===== config.mk =====
export PLATFORM = sky130hd
export DESIGN_NAME = url_percent_escape_flat
export DESIGN_NICKNAME = d
export VERILOG_FILES = /design/src/sv/upe_pkg.sv /design/src/sv/upe_in_if.sv /design/src/sv/upe_out_if.sv /design/src/sv/upe_front.sv /design/src/sv/upe_fifo.sv /design/src/sv/upe_back.sv /design/src/sv/url_percent_escape.sv /design/src/flat_wrapper.sv
export SDC_FILE = /design/constraint.sdc
export NUM_CORES = 1
export LEC_CHECK = 0
export BUFFER_PORTS_ARGS = -buffer_cell sky130_fd_sc_hd__buf_2
export CORE_MARGIN = 2
export CORE_UTILIZATION = 59
export CTS_CLUSTER_DIAMETER = 100
export DETAILED_ROUTE_END_ITERATION = 6
export PLACE_DENSITY = 0.79
export SYNTH_ARGS = -nofsm -noshare
export SYNTH_HDL_FRONTEND = slang
export SYNTH_SLANG_ARGS = --single-unit

===== constraint.sdc =====
create_clock -name clk -period 2.6 [get_ports clk]
set_input_delay 0.13 -clock clk [delete_from_list [all_inputs] [get_ports clk]]
set_output_delay 0.13 -clock clk [all_outputs]
set_load 0.005 [all_outputs]

===== src/sv/upe_pkg.sv =====
// Shared types, character codes and helpers for the URL percent escaper.
package upe_pkg;

  // URL part selected by the mode register
  typedef enum logic [1:0] {
    PART_PATH     = 2'd0,
    PART_USER     = 2'd1,
    PART_QUERY    = 2'd2,
    PART_FRAGMENT = 2'd3
  } part_t;

  localparam logic [7:0] CH_PERCENT = 8'h25;

  // Queue between classifier and expander
  localparam int QDepth = 4;
  localparam int QAw    = $clog2(QDepth);

  typedef struct packed {
    logic [7:0] data;
    logic       esc;   // emit as %XY
  } entry_t;

  // Upper-case hex digit for one nibble
  function automatic logic [7:0] hex_digit(input logic [3:0] n);
    logic [7:0] r;
    if (n < 4'd10) begin
      r = 8'h30 + {4'h0, n};
    end else begin
      r = 8'h37 + {4'h0, n};
    end
    return r;
  endfunction

endpackage


===== src/sv/upe_in_if.sv =====
// Input request channel: one raw byte per request.
interface upe_in_if;
  logic       valid;
  logic       ready;
  logic [7:0] in_byte;

  modport source (output valid, output in_byte, input ready);
  modport sink   (input valid, input in_byte, output ready);
endinterface


===== src/sv/upe_out_if.sv =====
// Output request channel: one encoded character per request.
interface upe_out_if;
  logic       valid;
  logic       ready;
  logic [7:0] out_byte;
  logic       run_last;

  modport source (output valid, output out_byte, output run_last, input ready);
  modport sink   (input valid, input out_byte, input run_last, output ready);
endinterface


===== src/sv/upe_front.sv =====
// Front end: mode register, input handshake and escape classification.
module upe_front (
  input  logic            clk,
  input  logic            rst_n,
  input  logic            cfg_we,
  input  logic [1:0]      cfg_wdata,
  upe_in_if.sink          in_req,
  output logic            push_valid,
  input  logic            push_ready,
  output upe_pkg::entry_t push_data
);

  upe_pkg::part_t part_r;

  always_ff @(posedge clk) begin
    if (!rst_n) begin
      part_r <= upe_pkg::PART_PATH;
    end else if (cfg_we) begin
      part_r <= upe_pkg::part_t'(cfg_wdata);
    end
  end

  logic [7:0] b;
  logic       is_alnum;
  logic       is_mark;
  logic       is_resv;
  logic       resv_esc;
  logic       esc;

  assign b = in_req.in_byte;

  // 0-9, A-Z, a-z
  assign is_alnum = (b >= 8'h30 && b <= 8'h39) ||
                    (b >= 8'h41 && b <= 8'h5A) ||
                    (b >= 8'h61 && b <= 8'h7A);
  // - . _ ~
  assign is_mark  = (b == 8'h2D) || (b == 8'h2E) || (b == 8'h5F) || (b == 8'h7E);
  // $ & + , / : ; = ? @
  assign is_resv  = (b == 8'h24) || (b == 8'h26) || (b == 8'h2B) || (b == 8'h2C) ||
                    (b == 8'h2F) || (b == 8'h3A) || (b == 8'h3B) || (b == 8'h3D) ||
                    (b == 8'h3F) || (b == 8'h40);

  always_comb begin
    unique case (part_r)
      upe_pkg::PART_PATH:     resv_esc = (b == 8'h3F);
      upe_pkg::PART_USER:     resv_esc = (b == 8'h40) || (b == 8'h2F) || (b == 8'h3A);
      upe_pkg::PART_QUERY:    resv_esc = 1'b1;
      upe_pkg::PART_FRAGMENT: resv_esc = 1'b0;
      default:                resv_esc = 1'b0;
    endcase
  end

  always_comb begin
    priority if (is_alnum || is_mark) begin
      esc = 1'b0;
    end else if (is_resv) begin
      esc = resv_esc;
    end else begin
      esc = 1'b1;
    end
  end

  assign in_req.ready   = push_ready;
  assign push_valid     = in_req.valid;
  assign push_data.data = b;
  assign push_data.esc  = esc;

endmodule


===== src/sv/upe_fifo.sv =====
// Short queue of classified bytes between front and back end.
module upe_fifo (
  input  logic            clk,
  input  logic            rst_n,
  input  logic            push_valid,
  output logic            push_ready,
  input  upe_pkg::entry_t push_data,
  output logic            pop_valid,
  input  logic            pop_ready,
  output upe_pkg::entry_t pop_data
);

  upe_pkg::entry_t mem_r [upe_pkg::QDepth];

  logic [upe_pkg::QAw-1:0] wptr_r, wptr_nxt;
  logic [upe_pkg::QAw-1:0] rptr_r, rptr_nxt;
  logic [upe_pkg::QAw:0]   cnt_r,  cnt_nxt;
  logic                    do_push, do_pop;

  assign push_ready = (cnt_r != (upe_pkg::QAw+1)'(upe_pkg::QDepth));
  assign pop_valid  = (cnt_r != '0);
  assign pop_data   = mem_r[rptr_r];

  assign do_push = push_valid && push_ready;
  assign do_pop  = pop_valid && pop_ready;

  always_comb begin
    wptr_nxt = do_push ? wptr_r + 1'b1 : wptr_r;
    rptr_nxt = do_pop  ? rptr_r + 1'b1 : rptr_r;
    cnt_nxt  = cnt_r;
    if (do_push && !do_pop) begin
      cnt_nxt = cnt_r + 1'b1;
    end else if (do_pop && !do_push) begin
      cnt_nxt = cnt_r - 1'b1;
    end
  end

  always_ff @(posedge clk) begin
    if (!rst_n) begin
      wptr_r <= '0;
      rptr_r <= '0;
      cnt_r  <= '0;
    end else begin
      wptr_r <= wptr_nxt;
      rptr_r <= rptr_nxt;
      cnt_r  <= cnt_nxt;
    end
  end

  always_ff @(posedge clk) begin
    if (do_push) begin
      mem_r[wptr_r] <= push_data;
    end
  end

endmodule


===== src/sv/upe_back.sv =====
// Back end: expands each queued byte into one character or a %XY triple.
module upe_back (
  input  logic            clk,
  input  logic            rst_n,
  input  logic            pop_valid,
  output logic            pop_ready,
  input  upe_pkg::entry_t pop_data,
  upe_out_if.source       out_req
);

  typedef enum logic [2:0] {
    PH_IDLE = 3'b001,
    PH_HI   = 3'b010,
    PH_LO   = 3'b100
  } phase_t;

  phase_t     ph_r, ph_nxt;
  logic [7:0] cur_r, cur_nxt;
  logic       ovld_r, ovld_nxt;
  logic [7:0] obyte_r, obyte_nxt;
  logic       olast_r, olast_nxt;
  logic       advance;

  // output register can take a new character
  assign advance   = !ovld_r || out_req.ready;
  assign pop_ready = advance && (ph_r == PH_IDLE);

  always_comb begin
    ph_nxt    = ph_r;
    cur_nxt   = cur_r;
    ovld_nxt  = ovld_r;
    obyte_nxt = obyte_r;
    olast_nxt = olast_r;
    if (advance) begin
      unique case (ph_r)
        PH_HI: begin
          ovld_nxt  = 1'b1;
          obyte_nxt = upe_pkg::hex_digit(cur_r[7:4]);
          olast_nxt = 1'b0;
          ph_nxt    = PH_LO;
        end
        PH_LO: begin
          ovld_nxt  = 1'b1;
          obyte_nxt = upe_pkg::hex_digit(cur_r[3:0]);
          olast_nxt = 1'b1;
          ph_nxt    = PH_IDLE;
        end
        PH_IDLE: begin
          ovld_nxt = pop_valid;
          if (pop_valid) begin
            cur_nxt = pop_data.data;
            if (pop_data.esc) begin
              obyte_nxt = upe_pkg::CH_PERCENT;
              olast_nxt = 1'b0;
              ph_nxt    = PH_HI;
            end else begin
              obyte_nxt = pop_data.data;
              olast_nxt = 1'b1;
            end
          end
        end
        default: begin
          ph_nxt   = PH_IDLE;
          ovld_nxt = 1'b0;
        end
      endcase
    end
  end

  always_ff @(posedge clk) begin
    if (!rst_n) begin
      ph_r   <= PH_IDLE;
      ovld_r <= 1'b0;
    end else begin
      ph_r   <= ph_nxt;
      ovld_r <= ovld_nxt;
    end
  end

  always_ff @(posedge clk) begin
    cur_r   <= cur_nxt;
    obyte_r <= obyte_nxt;
    olast_r <= olast_nxt;
  end

  assign out_req.valid    = ovld_r;
  assign out_req.out_byte = obyte_r;
  assign out_req.run_last = olast_r;

endmodule


===== src/sv/url_percent_escape.sv =====
// Top level of the URL percent escaper.
//
// in_req carries one raw byte per request (valid/ready). out_req carries
// the encoded string one character per request; run_last marks the last
// character produced by an input byte. A byte that passes unchanged gives
// one character; any other byte gives '%' and two upper-case hex digits.
// cfg_we/cfg_wdata write the URL part register (0 path, 1 user info,
// 2 query component, 3 fragment); write it only while the block is idle.
// An accepted byte goes into the queue; the expander pops it and puts
// each character in the single output register, one per cycle while
// out_req.ready is high. No new byte is popped until the last hex digit
// of an escaped byte. A four-entry queue between the classifier and the
// expander keeps input accepted while the output stalls, until it fills.
// Reset (rst_n low, synchronous) empties the queue and output register and
// sets the URL part to path. While out_req.ready is low the current
// character holds on out_req and nothing is lost.
module url_percent_escape (
  input  logic      clk,
  input  logic      rst_n,
  input  logic      cfg_we,
  input  logic [1:0] cfg_wdata,
  upe_in_if.sink    in_req,
  upe_out_if.source out_req
);

  logic            push_valid, push_ready;
  upe_pkg::entry_t push_data;
  logic            pop_valid, pop_ready;
  upe_pkg::entry_t pop_data;

  upe_front u_front (
    .clk        (clk),
    .rst_n      (rst_n),
    .cfg_we     (cfg_we),
    .cfg_wdata  (cfg_wdata),
    .in_req     (in_req),
    .push_valid (push_valid),
    .push_ready (push_ready),
    .push_data  (push_data)
  );

  upe_fifo u_fifo (
    .clk        (clk),
    .rst_n      (rst_n),
    .push_valid (push_valid),
    .push_ready (push_ready),
    .push_data  (push_data),
    .pop_valid  (pop_valid),
    .pop_ready  (pop_ready),
    .pop_data   (pop_data)
  );

  upe_back u_back (
    .clk       (clk),
    .rst_n     (rst_n),
    .pop_valid (pop_valid),
    .pop_ready (pop_ready),
    .pop_data  (pop_data),
    .out_req   (out_req)
  );

endmodule

===== src/flat_wrapper.sv =====
// flat-port wrapper written by rule: the top's interface ports become plain ports
module url_percent_escape_flat 
  (clk, rst_n, cfg_we, cfg_wdata, in_req_valid, in_req_in_byte, in_req_ready, out_req_valid, out_req_out_byte, out_req_run_last, out_req_ready);
  upe_in_if in_req_i ();
  upe_out_if out_req_i ();
  input  logic clk;
  input  logic rst_n;
  input  logic cfg_we;
  input  logic [1:0] cfg_wdata;
  input wire logic [$bits(in_req_i.valid)-1:0] in_req_valid;
  input wire logic [$bits(in_req_i.in_byte)-1:0] in_req_in_byte;
  output wire logic [$bits(in_req_i.ready)-1:0] in_req_ready;
  output wire logic [$bits(out_req_i.valid)-1:0] out_req_valid;
  output wire logic [$bits(out_req_i.out_byte)-1:0] out_req_out_byte;
  output wire logic [$bits(out_req_i.run_last)-1:0] out_req_run_last;
  input wire logic [$bits(out_req_i.ready)-1:0] out_req_ready;
  assign in_req_i.valid = in_req_valid;
  assign in_req_i.in_byte = in_req_in_byte;
  assign in_req_ready = in_req_i.ready;
  assign out_req_valid = out_req_i.valid;
  assign out_req_out_byte = out_req_i.out_byte;
  assign out_req_run_last = out_req_i.run_last;
  assign out_req_i.ready = out_req_ready;
  url_percent_escape u_core (.clk(clk), .rst_n(rst_n), .cfg_we(cfg_we), .cfg_wdata(cfg_wdata), .in_req(in_req_i), .out_req(out_req_i));
endmodule

; ---- After elaboration in Yosys (flattened, before gate mapping)
; Memory sizes are Yosys's and may differ from the RTL's. A register that Yosys moved wholly into a read port is not among the register bits.
; Index checks and enable logic that the tools add are counted.
[totals]
ff_bits = 30
ramBits = 36
inputBits = 15
output_inout_bits = 11
n_memories = 1
[memory_table]
columns = memory, words, width, rd, rd_clocked_by_memory_dff, wr, line_no
row1 = u_core.u_fifo.mem_r, 4, 9, 1, 1, 1, upe_fifo.sv:13  ; upe_pkg::entry_t mem_r [upe_pkg::QDepth];
[classes]
addsub = 8
magnitude_cmp = 8
n_eq_ne = 23
n_mux = 21
reduce_logical = 37
[ops]
columns = op, count
row1 = $eq 8x6->1 const B, 11
row2 = $add 6x4->7 const A, 4
row3 = $eq 8x7->1 const B, 3
row4 = $pmux 8 s3, 1
row5 = $logic_or 1x1->1, 18
row6 = $ge 8x7->1 const B, 2
row7 = $le 8x7->1 const B, 2
row8 = $mux 8, 2
row9 = $mux 7, 2
row10 = $mux 3, 4
row11 = $reduce_and 3->1, 3
row12 = $ge 8x6->1 const B, 1
row13 = $le 8x6->1 const B, 1
row14 = $logic_and 1x1->1, 8
row15 = $lt 4x4->1 const B, 2
row16 = $mux 1, 6
row17 = $pmux 3 s2, 1
row18 = $reduce_bool 3->1, 2
row19 = $add 2x1->2 const B, 2
row20 = $eq 2x2->1 const B, 2
row21 = $mux 2, 2
row22 = $ne 2x1->1 const B, 2
row23 = $pmux 1 s4, 1
row24 = $add 3x1->3 const B, 1
row25 = other kinds (12), 14

; ---- Logic depth before layout (Yosys ltp)
; Gate-level depths: netlist (run 1).
[logic_depth]
depth_word = 12
depth_mapped = 10

; ---- By module
; A second synthesis (run 1) with hierarchy kept.
[unflattened]
cells_unflattened = 253
area_unflattened_um2 = 3335.7
[by_module_without_submodules]
columns = mod, instances, cells_per_inst, area_per_inst_um2, seq_area_each_um2
row1 = upe_fifo, 1, 95, 1799.2, 1261.2
row2 = upe_back, 1, 100, 1088.5, 590.6
row3 = upe_front, 1, 58, 447.9, 40.0

; ---- Worst setup path after synthesis (run 1)
; No wires, ideal clock.
[synth_timing]
path_type = register to register
start = register u_core.u_back.ph_r[1]
end = register u_core.u_fifo.cnt_r[2] in the netlist's numbering
setup_time_ns = 0.076
arrival_time_ns = 2.309
slack_ns = 0.216
path_stages_with_launch = 11
path_cell_list = dfxtp_1 -> buf_2 -> or3b_1 -> nor3_4 -> inv_1 -> ha_1 -> inv_1 -> fa_1 -> xor2_1 -> or3_1 -> a21boi_0
[synth_between]
elab_chain_len = 6
[synth_rtl]
columns = item, line_no
row1 = from (decl), upe_back.sv:17  ; phase_t ph_r, ph_nxt;
row2 = from (signal assigned), upe_back.sv:75  ; ph_r <= ph_nxt;
row3 = $eq 3x1->1 (*), upe_back.sv:26  ; assign pop_ready = advance && (ph_r == PH_IDLE);
row4 = $logic_and 1x1->1 (*), upe_back.sv:26
row5 = $logic_and 1x1->1 (*), upe_fifo.sv:25  ; assign do_pop = pop_valid && pop_ready;
row6 = $logic_not 1->1, upe_fifo.sv:31  ; if (do_push && !do_pop) begin
row7 = $logic_and 1x1->1, upe_fifo.sv:31
row8 = $mux 3 or $reduce_bool 2->1 (tied branches), n/a
row9 = to (signal assigned), upe_fifo.sv:46  ; cnt_r <= cnt_nxt;
row10 = to (decl), upe_fifo.sv:17  ; logic [upe_pkg::QAw:0] cnt_r, cnt_nxt;
; Every way passes the cells marked *; elsewhere a longest branch is shown, timed or not.
; A chain may end at the register's enable or synchronous reset.

; ---- Worst setup path after layout (run 1)
[layout_timing]
start = register u_core.u_fifo.cnt_r[0] in the netlist's numbering
end = register u_core.u_fifo.cnt_r[2] in the netlist's numbering
[layout_between]
elab_chain_len = 5
[layout_rtl]
columns = item
row1 = "parallel branches: the longest is 5 deep, another holds $sub 3x1->3"
; Several ways; the timed one is not identified. The select of a mux whose other input is x is not followed.

==> results of run 1 <==
[routing by layer]
| metal | global-route usage (%) | up-vias | wire length [um] |
|---|---|---|---|
| li1 | - | 913 | - |
| met1 | 24.1 | 891 | 2230 |
| met2 | 30.3 | 51 | 2470 |
| met3 | 5.69 | 6 | 197 |
| met4 | 10.4 | 0 | 83 |
| met5 | 0 | - | 0 |
[area by class of cell]
class | instances | area share, %
flip-flops and latches | 68 | 54.0
multi-input cells | 137 | 31.5
repair buffers | 29 | 4.43
clock buffers | 10 | 3.64
clock inverters | 6 | 2.53
well taps | 70 | 2.50
inverters | 13 | 1.39
[cells by family after synthesis]
group,Yosys count,share of synthesized area [%]
buffers and inverters,20,2.64
multiplexers,14,8.21
adder cells (fa/ha/maj),8,3.49
XOR/XNOR,10,2.84
AO/OA/AOI/OAI,35,7.96
AND/OR/NAND/NOR,70,13.4
flip-flops,68,61.4
[cell usage after synthesis (2+ instances only)]
library cell | n | area share (%)
sky130_fd_sc_hd__clkbuf_1 | 4 | 0.49
sky130_fd_sc_hd__nand3_1 | 5 | 0.81
sky130_fd_sc_hd__o21ai_0 | 11 | 1.8
sky130_fd_sc_hd__nor2b_1 | 10 | 2.0
sky130_fd_sc_hd__a21boi_0 | 2 | 0.49
sky130_fd_sc_hd__or3_1 | 3 | 0.61
sky130_fd_sc_hd__edfxtp_1 | 53 | 52
sky130_fd_sc_hd__and3_1 | 4 | 0.81
sky130_fd_sc_hd__inv_1 | 13 | 1.6
sky130_fd_sc_hd__nor2_1 | 8 | 0.98
sky130_fd_sc_hd__buf_2 | 2 | 0.33
sky130_fd_sc_hd__o221ai_1 | 2 | 0.57
sky130_fd_sc_hd__dfxtp_1 | 15 | 9.8
sky130_fd_sc_hd__o21a_1 | 2 | 0.49
sky130_fd_sc_hd__a21oi_1 | 5 | 0.81
sky130_fd_sc_hd__xnor2_1 | 7 | 2.0
sky130_fd_sc_hd__mux4_2 | 9 | 6.6
sky130_fd_sc_hd__mux2i_1 | 5 | 1.6
sky130_fd_sc_hd__ha_1 | 7 | 2.8
sky130_fd_sc_hd__nand2_1 | 12 | 1.5
sky130_fd_sc_hd__and2_1 | 7 | 1.4
sky130_fd_sc_hd__nor3_1 | 7 | 1.1
sky130_fd_sc_hd__nor4b_1 | 2 | 0.57
sky130_fd_sc_hd__xor2_1 | 3 | 0.85
[worst paths after layout]
path / end / slack [ns] / cells past startpoint
worst min-delay path: u_core.u_front.part_r[0]$_SDFFE_PN0P_ / 0.05 / 3
worst min register to register: u_core.u_front.part_r[1]$_SDFFE_PN0P_ / 0.55 / 2
worst max-delay path: u_core.u_fifo.cnt_r[2]$_SDFFE_PN0P_ / 0.32 / 9
worst max register to register: u_core.u_fifo.cnt_r[2]$_SDFFE_PN0P_ / 0.32 / 9
[state kept, by name, summed over array words and instances, names as in the netlist, named ones only]
signal,flops
u_core.u_fifo.rptr_r,2
u_core.u_back.out_req.valid,1
u_core.u_fifo.wptr_r,2
u_core.u_fifo.cnt_r,3
u_core.u_front.part_r,2
u_core.u_fifo.mem_r,36
u_core.u_back.out_req.out_byte,8
u_core.u_back.cur_r,8
u_core.u_back.ph_r,3
u_core.u_back.out_req.run_last,1
[per-stage QoR]
step,worst slack (ns),utilization [%],hold slack [ns],cells
2_1_floorplan,0.216,-,0.229,225
3_3_place_gp,0.436,64.8,0.386,317
3_5_place_dp,0.301,64.8,0.397,317
4_1_cts,0.297,69.1,0.0287,333
5_1_grt,0.156,69.1,0.0526,333
6_report,0.318,69.1,0.0483,333
[tightest hold or removal path, stage by stage]
cell	delay [ns]
sky130_fd_sc_hd__buf_2	0.07
sky130_fd_sc_hd__mux2i_1	0.05
sky130_fd_sc_hd__nor2b_1	0.09
[power by group through the flow]
| stage | Combinational [mW] | Clock, mW | Sequential (mW) |
|---|---|---|---|
| 2_1_floorplan | 0.884 | 0 | 1.67 |
| 3_3_place_gp | 1.18 | 0 | 1.70 |
| 3_5_place_dp | 1.21 | 0 | 1.71 |
| 4_1_cts | 1.22 | 0.951 | 1.69 |
| 5_1_grt | 1.35 | 0.993 | 1.72 |
| 6_report | 1.21 | 0.923 | 1.69 |
[layout by cell type, fill, tap and decap left out, types with 7 or more instances in the layout]
| cell type | count |
|---|---|
| sky130_fd_sc_hd__nor2b_1 | 10 |
| sky130_fd_sc_hd__nor2_1 | 8 |
| sky130_fd_sc_hd__buf_2 | 25 |
| sky130_fd_sc_hd__o21ai_0 | 11 |
| sky130_fd_sc_hd__nor3_1 | 7 |
| sky130_fd_sc_hd__and2_1 | 7 |
| sky130_fd_sc_hd__xnor2_1 | 7 |
| sky130_fd_sc_hd__clkbuf_8 | 9 |
| sky130_fd_sc_hd__nand2_1 | 12 |
| sky130_fd_sc_hd__inv_1 | 13 |
| sky130_fd_sc_hd__edfxtp_1 | 53 |
| sky130_fd_sc_hd__mux4_2 | 9 |
| sky130_fd_sc_hd__ha_1 | 7 |
| sky130_fd_sc_hd__dfxtp_1 | 15 |
==> parameters.txt, run 1 <==
Parameter                              Value

STA
  Final Hold Viols    0
  Final Cycle Share    87.8%
  Slew Viols, Final    0
  Setup repair after global routing missed its margin    false
  Pin slew with the least headroom to its limit    0.624 ns
  Tmin final    2.28 ns
  Top achievable clock speed    438 MHz
  Worst setup skew after layout    0.00794 ns
  Max-slew headroom    58.1%
  Final TNS setup    0 ns
  Setup Viol. Count Final    0

Critical path
  Critical path endpoint category    flop
  Signal arrival time at the worst endpoint    2.54 ns
  Cell chain of the critical path    nor2_1, nand2_1, and2_1, ha_1, inv_1, fa_1, xor2_1, or3_1, a21boi_0
  Kind of start point of the critical path    flop
  Maximum single-stage delay on the critical path    0.42 ns
  Max FO, Critical Path    6
  Worst setup startpoint    u_core.u_fifo.cnt_r[0]$_SDFFE_PN0P_
  Worst path bufs/invs    1
  Crit path max-delay cell type    sky130_fd_sc_hd__fa_1
  Critical path type    reg -> reg
  Data required time of the critical path    2.85 ns
  Launching point of the worst reg2reg path    u_core.u_fifo.cnt_r[0]$_SDFFE_PN0P_
  Cell type group with the largest total delay on the critical path    simple AND/OR/NAND/NOR gates

Synth
  Per-instance average area after synthesis    13.7 sq um
  Proportion of synthesized flip-flops having asynchronous set or reset    0%
  Syn_nets    248
  Number of enable-type register cells in the synthesized netlist    53
  Distinct cells, synth    51
  Portion of the post-synthesis area used by sequential elements    61.4%
  Most instantiated flip-flop cell in the synthesis netlist    sky130_fd_sc_hd__edfxtp_1
  Count of state elements after synthesis    68
  Post-Synthesis Cells    225
  Number of warning messages in the yosys log    0
  Netlist Area Pre-Place    3080 sq um

Clock tree
  Clock transition at path regs    0.07 ns
  Number of hold buffers added after CTS    0
  Post-CTS Resized    0
  Maximum buffer depth of the clock tree    2
  CTS tree    yes
  Root buffer cell    sky130_fd_sc_hd__clkbuf_8
  TritonCTS sink count    68
  Num CTS Buffers    9
  Post-CTS setup buffer count    0
  Worst skew pair latency    0.33 ns
  # H-tree levels    3

Drt
  DR pass1 iterations    5
  Vias per cell    5.59
  Routed Wire Length    4980 um
  DRC violations left    0
  Antenna viol nets, final    0
  Total vias in the final route    1861
  Average wire per cell in the routed design    14.9 um
  Number of violations reported at the end of detailed-routing iteration 0    119

Finish
  Storage cell area    1890 sq um
  Multi-input combinational cell area    1110 sq um
  Area grow syn2layout    13.9%
  Antenna Cells    0
  Count of fill cells added during filler insertion    375
  Cell area after layout    3510 sq um
  # nets final    281
  Ratio of cells with drive above 1 in the final layout    23.6%

Placed design
  Final weighted congestion in routability-driven placement    0.858
  Half-perimeter wire length after placement    3430 um
  Post-placement cell area    3290 sq um
  Number of I/O port buffers    25

Pwr
  Clock network power share    24.2%
  Sequential Power Share    44.2%
  Pwr/cell area    1090 nW/um^2
  Power after layout    3.82 mW
  Max rail drop VDD    0.458 mV
  Switching power as a share of total power    31.0%
  P_sw    1.19 mW
  Int Power    2.63 mW
  Combinational group share of total power    31.6%
  Static leakage power    1.28 nW

Floorplanning
  Initial core utilization    60.7%
  Number of placed I/O pins    26
  Row cnt    26
  Y dimension of the die    76.2 um
  Floorplan die width    76.2 um
  Overall die area    5810 sq um
  Core region area    5070 sq um

Hold path
  Path class of the lowest-slack min-delay path    in -> reg
  Hold path startpoint    cfg_wdata[0]

Run status
  Outcome    finished clean

Global route
  Wire length of the first global-routing pass    8470 um
  Vias in the first global route    1808
  Antenna violations before repair    0
  Total congestion overflow after global routing    0
  Maximum number of pins on one net before global-route repair    15
  Global-route usage over all layers    19.2%

Flow run
  Count of maximum capacitance violations    0
No activity file was read; power rests on OpenSTA's default activity.
==> run 2: changes to the inputs <==
--- a/config.mk
+++ b/config.mk
@@ -7,10 +7,11 @@
 export LEC_CHECK = 0
 export BUFFER_PORTS_ARGS = -buffer_cell sky130_fd_sc_hd__buf_2
 export CORE_MARGIN = 2
-export CORE_UTILIZATION = 59
+export CORE_UTILIZATION = 60
+export CTS_BUF_LIST = sky130_fd_sc_hd__clkbuf_4
 export CTS_CLUSTER_DIAMETER = 100
 export DETAILED_ROUTE_END_ITERATION = 6
-export PLACE_DENSITY = 0.79
+export PLACE_DENSITY = 0.8
 export SYNTH_ARGS = -nofsm -noshare
 export SYNTH_HDL_FRONTEND = slang
 export SYNTH_SLANG_ARGS = --single-unit
==> parameters.txt, run 2 (synthesis results as in run 1) <==
Parameter                              Value

Run status
  Outcome    finished clean

Clock tree
  TritonCTS sink count    68 (unchanged)
  Num CTS Buffers    9 (unchanged)
  Clock transition at path regs    0.09 ns (+0.02 ns)
  Post-CTS setup buffer count    0 (unchanged)
  CTS tree    yes
  # H-tree levels    3 (unchanged)
  Post-CTS Resized    0 (unchanged)
  Worst skew pair latency    0.37 ns (+0.04 ns)
  Root buffer cell    sky130_fd_sc_hd__clkbuf_4
  Maximum buffer depth of the clock tree    2 (unchanged)

Drt
  DRC violations left    0 (unchanged)
  Average wire per cell in the routed design    14.9 um (-0.41%)
  DR pass1 iterations    4 (-1)
  Number of violations reported at the end of detailed-routing iteration 0    87 (-27%)
  Total vias in the final route    1867 (+0.32%)
  Routed Wire Length    5000 um (+0.48%)
  Vias per cell    5.56 (-0.57%)
  Antenna viol nets, final    0 (unchanged)

Critical path
  Data required time of the critical path    2.88 ns (+0.03 ns)
  Critical path type    reg -> reg
  Setup slack of the worst register-to-register path    0.28 ns (-0.04 ns)
  Signal arrival time at the worst endpoint    2.60 ns (+0.06 ns)
  Critical path endpoint category    flop
  Kind of start point of the critical path    flop
  Max FO, Critical Path    6 (unchanged)

STA
  Final TNS setup    0 ns (unchanged)
  Worst setup skew after layout    0.00912 ns (+0.00117 ns)
  Final Cycle Share    89.2% (+1.4 points)
  Tmin final    2.32 ns (+0.0370 ns)
  Slew Viols, Final    0 (unchanged)
  Setup Viol. Count Final    0 (unchanged)
  Final Hold Viols    0 (unchanged)
  Max-slew headroom    62.0% (+3.9 points)
  Pin slew with the least headroom to its limit    0.564 ns (-0.0602 ns)
  Top achievable clock speed    431 MHz (-1.6%)
  Setup repair after global routing missed its margin    false

Finish
  Most common cell after layout, fill and taps aside    sky130_fd_sc_hd__edfxtp_1
  Antenna Cells    0 (unchanged)
  Flip-flop count of the largest register after layout    36 (unchanged)
  Area grow syn2layout    11.3%
  Ratio of cells with drive above 1 in the final layout    22.6% (-1.0 points)
  Commonest cells after routing, fill and taps aside    sky130_fd_sc_hd__edfxtp_1, sky130_fd_sc_hd__buf_2, sky130_fd_sc_hd__dfxtp_1, sky130_fd_sc_hd__inv_1
  Count of fill cells added during filler insertion    354 (-5.6%)
  Register containing the most flip-flops in the final layout    u_core.u_fifo.mem_r
  # nets final    284 (+1.1%)

Global route
  Vias in the first global route    1739 (-3.8%)
  Maximum number of pins on one net before global-route repair    15 (unchanged)
  Global-route usage over all layers    19.8% (+0.57 points)
  Wire length of the first global-routing pass    8160 um (-3.6%)
  Total congestion overflow after global routing    0 (unchanged)
  Antenna violations before repair    0 (unchanged)

Placed design
  Half-perimeter wire length after placement    3600 um (+5.0%)
  Final weighted congestion in routability-driven placement    0.829 (-3.3%)
  Number of I/O port buffers    25 (unchanged)

Floorplanning
  Y dimension of the die    75.6 um (-0.79%)
  Number of placed I/O pins    26 (unchanged)
  Initial core utilization    61.1% (+0.39 points)
  Floorplan die width    75.6 um (-0.79%)
  Overall die area    5720 sq um (-1.6%)
  Core region area    5040 sq um (-0.64%)
  Row cnt    26 (unchanged)

Pwr
  Power after layout    3.43 mW (-10%)
  Static leakage power    1.26 nW (-2.0%)
  Max rail drop VDD    0.425 mV (-7.2%)
  Pwr/cell area    1000 nW/um^2 (-8.2%)

Flow run
  Count of maximum capacitance violations    0 (unchanged)

Hold path
  Path class of the lowest-slack min-delay path    in -> reg
[run 2: area by class of cell]
class / instances / area, sq um / area share [%]
Clock buffer: 12 / 90.1 / 2.63
Tap cell: 70 / 87.6 / 2.56
Clock inverter: 4 / 16.3 / 0.475
Sequential cell: 68 / 1890 / 55.2
Multi-Input combinational cell: 137 / 1110 / 32.3
Inverter: 13 / 48.8 / 1.42
Timing Repair Buffer: 32 / 185 / 5.41
[run 2: path summary, 6_finish.rpt]
kind,start,to,depth (start not counted)
setup / recovery,u_core.u_fifo.cnt_r[0]$_SDFFE_PN0P_,u_core.u_fifo.cnt_r[2]$_SDFFE_PN0P_,9
hold / removal,in_req_in_byte[5],u_core.u_fifo.mem_r[3][6]$_DFFE_PP_,1
setup reg to reg,u_core.u_fifo.cnt_r[0]$_SDFFE_PN0P_,u_core.u_fifo.cnt_r[2]$_SDFFE_PN0P_,9
hold reg to reg,u_core.u_front.part_r[1]$_SDFFE_PN0P_,u_core.u_front.part_r[1]$_SDFFE_PN0P_,2
[run 2: per-layer routing]
metal | vias to the layer above | global-route usage (%) | part of all wire, % | wire, um
li1 | 917 | - | - | -
met1 | 891 | 24.7 | 44 | 2190
met2 | 55 | 33.2 | 51 | 2560
met3 | 4 | 5.56 | 3.9 | 197
met4 | 0 | 7.21 | 1.2 | 58
met5 | - | 0 | 0 | 0
[run 2: power breakdown]
group	total [mW]	switching, mW	leakage [nW]	internal, mW
registers	1.68	0.144	0.615	1.54
logic	1.21	0.661	0.578	0.552
clock network	0.530	0.310	0.0638	0.219
[run 2: timing repair]
item	in CTS	in global routing
endpoints found under the hold margin	6	0
hold buffers	3	0
setup endpoints to repair	0	0
[run 2: worst max-delay path: stages, from the launching register on]
cell	delay (ns)
sky130_fd_sc_hd__dfxtp_1	0.42
sky130_fd_sc_hd__nor2_1	0.07
sky130_fd_sc_hd__nand2_1	0.15
sky130_fd_sc_hd__and2_1	0.22
sky130_fd_sc_hd__ha_1	0.20
sky130_fd_sc_hd__inv_1	0.06
sky130_fd_sc_hd__fa_1	0.42
sky130_fd_sc_hd__xor2_1	0.18
sky130_fd_sc_hd__or3_1	0.30
sky130_fd_sc_hd__a21boi_0	0.21
[run 2: metrics by stage]
step	setup slack (ns)	hold WS (ns)	area, sq um	instances	utilization [%]
4_1_cts	0.269	0.0340	3430	336	67.9
3_3_place_gp	0.439	0.384	3290	317	65.2
3_5_place_dp	0.293	0.398	3290	317	65.2
2_1_floorplan	0.216	0.229	3080	225	-
5_1_grt	0.0848	0.0253	3430	336	67.9
6_report	0.281	0.0556	3430	336	67.9
==> run 3: changes to the inputs <==
==> constraint.sdc (replaced) <==
create_clock -name clk -period 2.7 [get_ports clk]
set_input_delay 0.135 -clock clk [delete_from_list [all_inputs] [get_ports clk]]
set_output_delay 0.135 -clock clk [all_outputs]
set_load 0.02 [all_outputs]
==> parameters.txt, run 3 (synthesis results as in run 1) <==
Parameter                              Value

Finish
  Commonest cells after routing, fill and taps aside    sky130_fd_sc_hd__edfxtp_1, sky130_fd_sc_hd__buf_2, sky130_fd_sc_hd__dfxtp_1, sky130_fd_sc_hd__inv_1, sky130_fd_sc_hd__nand2_1
  Ratio of cells with drive above 1 in the final layout    23.5% (+0.95 points)
  Flip-flop count of the largest register after layout    36 (unchanged)
  Antenna Cells    0 (unchanged)
  Multi-input combinational cell area    1110 sq um (unchanged)
  Count of fill cells added during filler insertion    338 (-4.5%)
  Most common cell after layout, fill and taps aside    sky130_fd_sc_hd__edfxtp_1
  Storage cell area    1890 sq um (unchanged)
  Cell area after layout    3550 sq um (+3.5%)
  Register containing the most flip-flops in the final layout    u_core.u_fifo.mem_r
  Area grow syn2layout    15.2%
  Final core utilization    70.3% (+2.4 points)
  # nets final    286 (+0.70%)

STA
  Final TNS setup    0 ns (unchanged)
  Tmin final    2.27 ns (-0.0505 ns)
  Pin slew with the least headroom to its limit    0.679 ns (+0.115 ns)
  Final Cycle Share    84.0% (-5.2 points)
  Setup Viol. Count Final    0 (unchanged)
  Slew Viols, Final    0 (unchanged)
  Setup repair after global routing missed its margin    false
  Worst setup skew after layout    0.00800 ns (-0.00112 ns)
  Final Hold Viols    0 (unchanged)
  Max-slew headroom    54.4% (-7.6 points)
  Top achievable clock speed    441 MHz (+2.2%)

Pwr
  Static leakage power    1.31 nW (+4.3%)
  Max rail drop VDD    0.570 mV (+34%)
  Pwr/cell area    1070 nW/um^2 (+6.9%)
  Power after layout    3.79 mW (+11%)

Clock tree
  CTS tree    yes
  Num CTS Buffers    9 (unchanged)
  # H-tree levels    3 (unchanged)
  Maximum buffer depth of the clock tree    2 (unchanged)
  Post-CTS Resized    0 (unchanged)
  TritonCTS sink count    68 (unchanged)
  Root buffer cell    sky130_fd_sc_hd__clkbuf_4
  Worst skew pair latency    0.40 ns (+0.03 ns)
  Clock transition at path regs    0.11 ns (+0.02 ns)

Critical path
  Cell type group with the largest total delay on the critical path    simple AND/OR/NAND/NOR gates
  Setup slack of the worst register-to-register path    0.43 ns (+0.15 ns)
  R2r endpoint    u_core.u_fifo.cnt_r[2]$_SDFFE_PN0P_
  Critical path type    reg -> reg
  Critical path endpoint category    flop
  Kind of start point of the critical path    flop
  Worst path bufs/invs    1 (unchanged)
  Data required time of the critical path    3.04 ns (+0.16 ns)
  Crit path depth    9 (unchanged)
  Maximum single-stage delay on the critical path    0.43 ns (about the same)
  Worst R2R Path Depth    9 (unchanged)
  Signal arrival time at the worst endpoint    2.61 ns (about the same)
  Crit path max-delay cell type    sky130_fd_sc_hd__dfxtp_1
  Launching point of the worst reg2reg path    u_core.u_fifo.cnt_r[0]$_SDFFE_PN0P_
  Cell chain of the critical path    nor2_1, nand2_1, and2_1, ha_1, inv_1, fa_1, xor2_1, or3_1, a21boi_0
  Max FO, Critical Path    6 (unchanged)

Hold path
  Hold path depth    1 (unchanged)
  Worst Hold Endpoint    u_core.u_fifo.mem_r[3][7]$_DFFE_PP_
  Hold path startpoint    in_req_in_byte[6]
  Path class of the lowest-slack min-delay path    in -> reg

Global route
  Wire length of the first global-routing pass    8580 um (+5.1%)
  Vias in the first global route    1814 (+4.3%)
  Total congestion overflow after global routing    0 (unchanged)
  Antenna violations before repair    0 (unchanged)
  Maximum number of pins on one net before global-route repair    15 (unchanged)
  Global-route usage over all layers    21.3% (+1.5 points)

Placed design
  Half-perimeter wire length after placement    3540 um (-1.6%)
  Final weighted congestion in routability-driven placement    0.895 (+7.9%)
  Number of I/O port buffers    25 (unchanged)
  Post-placement cell area    3290 sq um (unchanged)

Run status
  Outcome    finished clean

Drt
  Average wire per cell in the routed design    15.2 um (+2.1%)
  Antenna viol nets, final    0 (unchanged)
  DRC violations left    0 (unchanged)
  Vias per cell    5.57 (+0.26%)
  DR pass1 iterations    4 (unchanged)
  Routed Wire Length    5130 um (+2.7%)
  Number of violations reported at the end of detailed-routing iteration 0    101 (+16%)
  Total vias in the final route    1883 (+0.86%)

Floorplanning
  Y dimension of the die    75.6 um (unchanged)
  Overall die area    5720 sq um (unchanged)
  Initial core utilization    61.1% (unchanged)
  Floorplan die width    75.6 um (unchanged)
  Core region area    5040 sq um (unchanged)
  Row cnt    26 (unchanged)
  Number of placed I/O pins    26 (unchanged)

Flow run
  Count of maximum capacitance violations    0 (unchanged)
==> run 3: cell count changes in the layout (fill, tap and decap cells not counted) <==
cell                            previous run  this run
sky130_fd_sc_hd__dlygate4sd3_1             3         5
sky130_fd_sc_hd__clkinv_2                  1         2
sky130_fd_sc_hd__clkinv_4                  0         1
sky130_fd_sc_hd__bufinv_16                 0         4
sky130_fd_sc_hd__clkinv_1                  3         0
sky130_fd_sc_hd__clkbuf_4                 12         9
==> run 3: final cells by class <==
cell class              count  share of cell area [%]
flip-flops and latches     68                    53.4
multi-input cells         137                    31.2
repair buffers             34                    5.79
clock inverters             7                    3.92
well taps                  70                    2.47
clock buffers               9                    1.91
inverters                  13                    1.38
==> run 3: timing repair <==
action / CTS / global route
endpoints found under the hold margin: 11 / 0
hold buffers: 5 / 0
endpoints found under the setup margin: 0 / 0
setup buffers: 0 / 0
==> run 3: how the worst max path moves through the flow <==
stage	to	from	slack (ns)
final	u_core.u_fifo.cnt_r[2]$_SDFFE_PN0P_	u_core.u_fifo.cnt_r[0]$_SDFFE_PN0P_	0.43
after detailed placement	u_core.u_fifo.cnt_r[2]$_SDFFE_PN0P_	u_core.u_fifo.cnt_r[0]$_SDFFE_PN0P_	0.45
after global routing	u_core.u_fifo.cnt_r[2]$_SDFFE_PN0P_	u_core.u_fifo.cnt_r[0]$_SDFFE_PN0P_	0.25
after global placement	u_core.u_fifo.cnt_r[2]$_SDFFE_PN0P_	u_core.u_fifo.cnt_r[0]$_SDFFE_PN0P_	0.54
after floorplan	u_core.u_fifo.cnt_r[2]$_SDFFE_PN0P_	u_core.u_back.out_req.valid$_SDFFE_PN0N_	0.31
after CTS	u_core.u_fifo.cnt_r[2]$_SDFFE_PN0P_	u_core.u_fifo.cnt_r[0]$_SDFFE_PN0P_	0.43
==> run 3: report_power, final <==
part	internal [mW]	leakage, nW	switching (mW)
clock network	0.560	0.110	0.352
registers	1.48	0.615	0.139
logic	0.534	0.586	0.723
==> run 3: through the flow <==
step / hold slack, ns / setup WS (ns) / cells
after floorplan: 0.234 / 0.310 / 225
after global placement: 0.388 / 0.544 / 317
after detailed placement: 0.401 / 0.447 / 317
after CTS: 0.0121 / 0.429 / 338
after global routing: 0.0000707 / 0.254 / 338
final: 0.0335 / 0.432 / 338
==> run 3: metal layers <==
layer	vias up	routed length [um]	track usage [%]
met2	46	2640	33.4
li1	925	-	-
met5	-	0	0
met4	0	123	9.75
met1	900	2150	27.1
met3	12	215	7.14
